File: src/hdl/rdft_pkg.sv
// Shared types, constants and Taylor divisor tables for the running DFT accumulator.
package rdft_pkg;

    localparam int unsigned REQ_TYPE_W  = 1;
    localparam int unsigned FIELD_IDX_W = 2;
    localparam int unsigned POINT_IDX_W = 10;
    localparam int unsigned BIN_IDX_W   = 3;
    localparam int unsigned TIME_W      = 32;
    localparam int unsigned SAMPLE_W    = 32;
    localparam int unsigned FREQ_W      = 32;
    localparam int unsigned TRIG_W      = 16;
    localparam int unsigned ACC_W       = 48;
    localparam int unsigned CFG_IDX_W   = 2;
    localparam int unsigned CFG_DATA_W  = 32;

    localparam logic [CFG_IDX_W-1:0] REG_FREQ_START = 2'd0;
    localparam logic [CFG_IDX_W-1:0] REG_FREQ_STEP  = 2'd1;

    localparam logic REQ_ACCUM = 1'b0;
    localparam logic REQ_READ  = 1'b1;

    localparam logic [31:0] Q30_ONE     = 32'h4000_0000;
    localparam logic [31:0] HALF_PI_Q30 = 32'd1686629713;

    localparam logic [2:0] COS_TERMS_LAST = 3'd6;
    localparam logic [2:0] SIN_TERMS_LAST = 3'd5;

    typedef struct packed {
        logic valid;
        logic rd;
        logic hit;
    } t_tok;

    typedef enum logic [2:0] {
        ST_CLEAR,
        ST_IDLE,
        ST_TRIG,
        ST_LAUNCH,
        ST_RUN,
        ST_FETCH
    } t_top_state;

    typedef enum logic [3:0] {
        TR_IDLE,
        TR_FRAC,
        TR_PHI,
        TR_X2,
        TR_HINIT,
        TR_H_MUL,
        TR_H_REC,
        TR_H_COR,
        TR_SMUL,
        TR_OUT
    } t_trig_state;

    // Divisor of one Horner step of the sine or cosine series.
    function automatic logic [7:0] horner_div(input logic is_sin, input logic [2:0] idx);
        logic [7:0] d;
        d = 8'd2;
        if (is_sin) begin
            case (idx)
                3'd0: d = 8'd6;
                3'd1: d = 8'd20;
                3'd2: d = 8'd42;
                3'd3: d = 8'd72;
                3'd4: d = 8'd110;
                default: d = 8'd156;
            endcase
        end else begin
            case (idx)
                3'd0: d = 8'd2;
                3'd1: d = 8'd12;
                3'd2: d = 8'd30;
                3'd3: d = 8'd56;
                3'd4: d = 8'd90;
                3'd5: d = 8'd132;
                default: d = 8'd182;
            endcase
        end
        return d;
    endfunction

    // floor(2^32 / divisor), underestimates the quotient by at most one.
    function automatic logic [31:0] horner_recip(input logic is_sin, input logic [2:0] idx);
        logic [31:0] m;
        m = 32'd2147483648;
        if (is_sin) begin
            case (idx)
                3'd0: m = 32'd715827882;
                3'd1: m = 32'd214748364;
                3'd2: m = 32'd102261126;
                3'd3: m = 32'd59652323;
                3'd4: m = 32'd39045157;
                default: m = 32'd27531841;
            endcase
        end else begin
            case (idx)
                3'd0: m = 32'd2147483648;
                3'd1: m = 32'd357913941;
                3'd2: m = 32'd143165576;
                3'd3: m = 32'd76695844;
                3'd4: m = 32'd47721858;
                3'd5: m = 32'd32537631;
                default: m = 32'd23598721;
            endcase
        end
        return m;
    endfunction

endpackage

File: src/hdl/rdft_trig.sv
// Sequenced phase and Q1.15 cosine/sine generator sharing one 32x32 multiplier.
module rdft_trig import rdft_pkg::*; #(
    parameter int NUM_BINS       = 8,
    parameter int TRIG_ADDR_BITS = 10
) (
    input  logic                     i_clk,
    input  logic                     i_rst_n,
    input  logic                     i_start,
    input  logic [TIME_W-1:0]        i_time,
    input  logic [FREQ_W-1:0]        i_freq_start,
    input  logic [FREQ_W-1:0]        i_freq_step,
    output logic                     o_push,
    output logic signed [TRIG_W-1:0] o_cos,
    output logic signed [TRIG_W-1:0] o_sin,
    output logic                     o_done
);

    localparam int BIN_CW = NUM_BINS > 1 ? $clog2(NUM_BINS) : 1;
    localparam int R_W    = TRIG_ADDR_BITS - 2;

    t_trig_state         r_state, n_state;
    logic [31:0]         r_f;
    logic [31:0]         r_time;
    logic [31:0]         r_step;
    logic [BIN_CW-1:0]   r_bin;
    logic [63:0]         r_prod;
    logic [31:0]         r_phi;
    logic [31:0]         r_x2;
    logic [31:0]         r_h;
    logic [31:0]         r_p;
    logic [2:0]          r_idx;
    logic                r_is_sin;
    logic [1:0]          r_quad;
    logic [TRIG_W-1:0]   r_c;

    logic [31:0] m_a, m_b;
    logic [TRIG_ADDR_BITS-1:0] n_val;
    logic [7:0]  div_d;
    logic [31:0] q0;
    logic [39:0] rem;
    logic [32:0] t_q;
    logic [33:0] h_diff;
    logic [31:0] h_new;
    logic [TRIG_W-1:0] s_q15, c_q15;

    function automatic logic [TRIG_W-1:0] to_q15(input logic [31:0] v);
        logic [31:0] vc;
        logic [16:0] r;
        vc = (v > Q30_ONE) ? Q30_ONE : v;
        r  = 17'((vc + 32'd16384) >> 15);
        return (r > 17'd32767) ? 16'h7FFF : r[15:0];
    endfunction

    assign n_val  = r_prod[31 -: TRIG_ADDR_BITS];
    assign div_d  = horner_div(r_is_sin, r_idx);
    assign q0     = r_prod[63:32];
    assign rem    = {8'd0, r_p} - (40'(q0) * 40'(div_d));
    assign t_q    = (rem >= 40'(div_d)) ? (33'(q0) + 33'd1) : 33'(q0);
    assign h_diff = 34'(Q30_ONE) - 34'(t_q);
    assign h_new  = h_diff[33] ? 32'd0 : h_diff[31:0];
    assign s_q15  = to_q15(r_prod[61:30]);
    assign c_q15  = to_q15(h_new);

    always_comb begin
        n_state = r_state;
        m_a     = r_f;
        m_b     = r_time;
        o_push  = 1'b0;
        o_done  = 1'b0;
        unique case (r_state)
            TR_IDLE:  if (i_start) n_state = TR_FRAC;
            TR_FRAC:  n_state = TR_PHI;
            TR_PHI: begin
                m_a     = HALF_PI_Q30;
                m_b     = 32'(n_val[R_W-1:0]);
                n_state = TR_X2;
            end
            TR_X2: begin
                m_a     = r_prod[R_W +: 32];
                m_b     = r_prod[R_W +: 32];
                n_state = TR_HINIT;
            end
            TR_HINIT: n_state = TR_H_MUL;
            TR_H_MUL: begin
                m_a     = r_x2;
                m_b     = r_h;
                n_state = TR_H_REC;
            end
            TR_H_REC: begin
                m_a     = r_prod[61:30];
                m_b     = horner_recip(r_is_sin, r_idx);
                n_state = TR_H_COR;
            end
            TR_H_COR: begin
                if (r_idx == 3'd0 && r_is_sin) begin
                    n_state = TR_SMUL;
                end else begin
                    n_state = TR_H_MUL;
                end
            end
            TR_SMUL: begin
                m_a     = r_phi;
                m_b     = r_h;
                n_state = TR_OUT;
            end
            TR_OUT: begin
                o_push = 1'b1;
                if (r_bin == BIN_CW'(NUM_BINS - 1)) begin
                    o_done  = 1'b1;
                    n_state = TR_IDLE;
                end else begin
                    n_state = TR_FRAC;
                end
            end
            default: n_state = TR_IDLE;
        endcase
    end

    // Quadrant fold of the first-quadrant pair.
    always_comb begin
        case (r_quad)
            2'd0: begin o_cos = r_c;          o_sin = s_q15;        end
            2'd1: begin o_cos = -s_q15;       o_sin = r_c;          end
            2'd2: begin o_cos = -r_c;         o_sin = -s_q15;       end
            default: begin o_cos = s_q15;     o_sin = -r_c;         end
        endcase
    end

    always_ff @(posedge i_clk) begin
        if (!i_rst_n) begin
            r_state <= TR_IDLE;
        end else begin
            r_state <= n_state;
        end
    end

    always_ff @(posedge i_clk) begin
        r_prod <= m_a * m_b;
        unique case (r_state)
            TR_IDLE: begin
                if (i_start) begin
                    r_f    <= i_freq_start;
                    r_step <= i_freq_step;
                    r_time <= i_time;
                    r_bin  <= '0;
                end
            end
            TR_PHI:   r_quad <= n_val[TRIG_ADDR_BITS-1 -: 2];
            TR_X2:    r_phi  <= r_prod[R_W +: 32];
            TR_HINIT: begin
                r_x2     <= r_prod[61:30];
                r_h      <= Q30_ONE;
                r_idx    <= COS_TERMS_LAST;
                r_is_sin <= 1'b0;
            end
            TR_H_REC: r_p <= r_prod[61:30];
            TR_H_COR: begin
                if (r_idx == 3'd0 && !r_is_sin) begin
                    r_c      <= c_q15;
                    r_h      <= Q30_ONE;
                    r_idx    <= SIN_TERMS_LAST;
                    r_is_sin <= 1'b1;
                end else begin
                    r_h   <= h_new;
                    r_idx <= r_idx - 3'd1;
                end
            end
            TR_OUT: begin
                r_f   <= r_f + r_step;
                r_bin <= r_bin + BIN_CW'(1);
            end
            default: ;
        endcase
    end

endmodule

File: config.mk
export PLATFORM = sky130hd
export DESIGN_NAME = rdft_trig
export DESIGN_NICKNAME = d
export VERILOG_FILES = /design/src/hdl/rdft_pkg.sv /design/src/hdl/rdft_trig.sv
export SDC_FILE = /design/constraint.sdc
export NUM_CORES = 2
export LEC_CHECK = 0
export ABC_AREA = 1
export BUFFER_PORTS_ARGS = -buffer_cell sky130_fd_sc_hd__buf_4
export CORE_MARGIN = 2
export CORE_UTILIZATION = 50
export DETAILED_ROUTE_END_ITERATION = 10
export GPL_ROUTABILITY_DRIVEN = 0
export GPL_TIMING_DRIVEN = 0
export PLACE_DENSITY_LB_ADDON = 0.1
export SLEW_MARGIN = 20
export SYNTH_ARGS = -nofsm -noshare
export SYNTH_HDL_FRONTEND = slang
export SYNTH_SLANG_ARGS = --single-unit
export TNS_END_PERCENT = 100
File: constraint.sdc
create_clock -name i_clk -period 10.14 [get_ports i_clk]
set_clock_uncertainty 0.15 [all_clocks]
set_input_delay 1.521 -clock i_clk [delete_from_list [all_inputs] [get_ports i_clk]]
set_output_delay 1.521 -clock i_clk [all_outputs]
set_load 0.01 [all_outputs]
==> out/results.ini <==
[critical_path]
critPathCaptureType=flop
startpoint_type=flop
cp.required_ns=10.48
critPathBufInv=10
slowest_delay_ns=0.68
regToRegStartpoint=r_prod[55]$_DFF_P_
cp_top_family=adder cells
reg2reg_slack_ns=0.1
slowest_stage=clkbuf_1
cpMostUsedCell=fa_1
endpoint=r_prod[61]$_DFF_P_
crit_fanout=10
startpoint=r_prod[55]$_DFF_P_
r2r_cells=33
critical_path_arrival_ns=10.38
criticalPathCategory=reg -> reg
r2r_end=r_prod[61]$_DFF_P_
path_depth=33

[sta]
post-route-min-period_ns=10.04
max_freq_mhz=99.58
maxSlewHeadroom_pct=25.36
finalSetupTns_ns=0
setup_viol=0
worst_pin_slew_ns=1.120
final-hold-violation-count=0
finalCritPeriodShare_pct=99.03
drv_slew=0

[grt]
grt_pass1_wl_mm=345.1
antenna_found_initial=10
grtUsageTotal_pct=38.85
grt_pass1_vias=53700
grt_max_degree=33
gr-total-overflow=0

[floorplan]
die_x_microns=349.7
ioPinCount=133
die-height_microns=349.7
num_rows=126
fp.coreArea_sq_mm=0.1182
die-area_sq_mm=0.1223
start_util_pct=50.52

[cts]
clkLatencyLatePin_ns=0.62
htree_levels=2
clk_path_buf_depth=3
clockRootBuffer=clkbuf_16
clk_pin_slew_worst_paths_ns=0.06
cts_tree=done
cts_made_buffers=39
cts_num_sinks=309

[run]
cap_violations=0

[drt]
drtPass1Iterations=11
drt_iter0_markers=5715
wl_per_cell_microns=25.26
post-route-drc-count=2
ant_nets=0
viasPerCell=5.688
wl_mm=237.5
vias=53490

[yosys]
ys_ff_latch=309
synth_cells=7522
ys_seq_area_share_pct=14.53
syn_area_sq_mm=0.05974
synth.distinct_cells=63
synth_warnings=0
synth_edf_count=249
avgSynthCellArea_sq_um=7.942
async_flop_share_pct=0
dominantRegCellSynth=edfxtp_1

[placement]
port_buffers=132
hpwl_mm=193.8

[outcome]
violations=design-rule violations
status=finished, violations left

[worst_hold_path]
hp-class=reg -> reg

[final_layout]
drive_gt1_share_pct=11.87
area_growth_pct=13.61
layout.nets=9412

[layer usage]
layer	GRT usage, %	up-vias	wire length, microns
li1	-	23100	-
met1	46.83	25980	84040
met2	59.92	3443	102700
met3	11.29	958	28900
met4	27.40	10	21760
met5	0	-	59
[Yosys cell counts, drive strengths merged (2+ instances only)]
| cell type | n | area share (%) |
|---|---|---|
| a221o | 2 | 0.034 |
| xor2 | 127 | 1.9 |
| o221ai | 7 | 0.10 |
| ha | 404 | 8.5 |
| a21o | 5 | 0.063 |
| o22ai | 8 | 0.084 |
| nand2 | 1816 | 12 |
| clkinv | 29 | 0.18 |
| o21a | 18 | 0.23 |
| and2 | 3 | 0.031 |
| dfxtp | 60 | 2.0 |
| or2 | 6 | 0.063 |
| o211ai | 6 | 0.075 |
| o21bai | 9 | 0.11 |
| a221oi | 16 | 0.23 |
| clkbuf | 250 | 1.6 |
| o311ai | 3 | 0.044 |
| nand3 | 163 | 1.4 |
| nor3 | 55 | 0.47 |
| o2111ai | 18 | 0.26 |
| o31ai | 8 | 0.10 |
| o21ai | 196 | 1.6 |
| nand4 | 87 | 0.91 |
| a31oi | 22 | 0.23 |
| a21boi | 5 | 0.063 |
| and3 | 2 | 0.021 |
| nor4 | 17 | 0.18 |
| a21oi | 209 | 1.8 |
| fa | 1078 | 36 |
| inv | 1774 | 11 |
| xnor2 | 54 | 0.79 |
| edfxtp | 249 | 13 |
| a22oi | 2 | 0.025 |
| a211oi | 10 | 0.13 |
| nor2 | 746 | 4.9 |
| buf | 29 | 0.29 |
| nand3b | 18 | 0.23 |
[how the worst min path moves through the flow]
stage                             from                  end  slack [ns]  depth (start not counted)
floorplan           r_prod[26]$_DFF_P_  r_phi[18]$_DFFE_PN_        0.26                          0
global placement    r_prod[12]$_DFF_P_   r_phi[4]$_DFFE_PN_        0.27                          0
detailed placement  r_prod[12]$_DFF_P_   r_phi[4]$_DFFE_PN_        0.27                          0
CTS                 r_prod[12]$_DFF_P_   r_phi[4]$_DFFE_PN_        0.28                          0
global route        r_prod[12]$_DFF_P_   r_phi[4]$_DFFE_PN_        0.29                          0
finish              r_prod[12]$_DFF_P_   r_phi[4]$_DFFE_PN_        0.29                          0
[sequential cells by signal, summed over array words and instances, names as in the netlist]
name and count:
r_x2 32, r_h 32, r_f 32, r_c 16, r_quad 2, r_is_sin 1, r_idx 3, r_step 32
r_state 4, r_prod 56, r_bin 3, r_time 32, r_phi 32, r_p 32
[cell families after synthesis]
family / after synthesis / share of synthesized area [%]
AOI/OAI and AO/OA: 551 / 5.301
DFF: 309 / 14.53
adders and majority gates: 1482 / 44.59
xor gates and xnor gates: 181 / 2.666
and+or+nand+nor: 2916 / 19.72
other: 1 / 0.006277
buffers and inverters: 2082 / 13.19
[stage by stage]
step | setup slack [ns] | hold WS [ns] | util (%) | area [sq um] | std cells
floorplan | 0.01055 | 0.2582 | - | 59750 | 7523
global placement | -3.496 | 0.2696 | 53.00 | 62660 | 9191
detailed placement | -2.821 | 0.2702 | 53.33 | 63060 | 9210
CTS | 0.0001652 | 0.2841 | 55.81 | 65980 | 9323
global route | -0.2372 | 0.2904 | 57.39 | 67860 | 9398
finish | 0.09810 | 0.2908 | 57.40 | 67870 | 9403
[timing repair]
action / CTS / global route
pin swaps: 18 / 96
gates cloned: 0 / 4
hold buffers: 0 / 0
endpoints found under the setup margin: 70 / 37
resized for setup: 395 / 440
setup buffers: 47 / 78
[cell type report]
| type | count | area [sq um] |
|---|---|---|
| antenna | 5 | 12.51 |
| buffer | 265 | 1789 |
| clock buffer | 47 | 1057 |
| clock inverter | 25 | 285.3 |
| fill | 10950 | 50370 |
| inverter | 1803 | 6933 |
| multi-input combinational | 5133 | 44800 |
| sequential | 309 | 8691 |
| tap | 1536 | 1922 |
| timing repair buffer | 280 | 2384 |
[placed cells by master, fill, tap and decap left out, types with 44 or more instances in the layout]
cell       Yosys  final
clkbuf_2       0     61
dfxtp_1       60     54
ha_1         404    364
o21ai_0      160    130
xor2_1       126    126
buf_4          1    268
inv_1       1740   1709
xnor2_1       54     53
nand2_1     1798   1744
inv_2         34     44
nor2_1       716    661
nand4_1       87     87
nand2_2       16     57
nand3_1      161    148
clkbuf_16      0     47
clkbuf_1     250     96
nor2_2        23     54
fa_1        1078   1072
edfxtp_1     249    249
a21oi_1      207    180
nor3_1        54     50
Power is not shown: default switching activity piles up to over one toggle a cycle in this logic, so the estimate is an artifact.
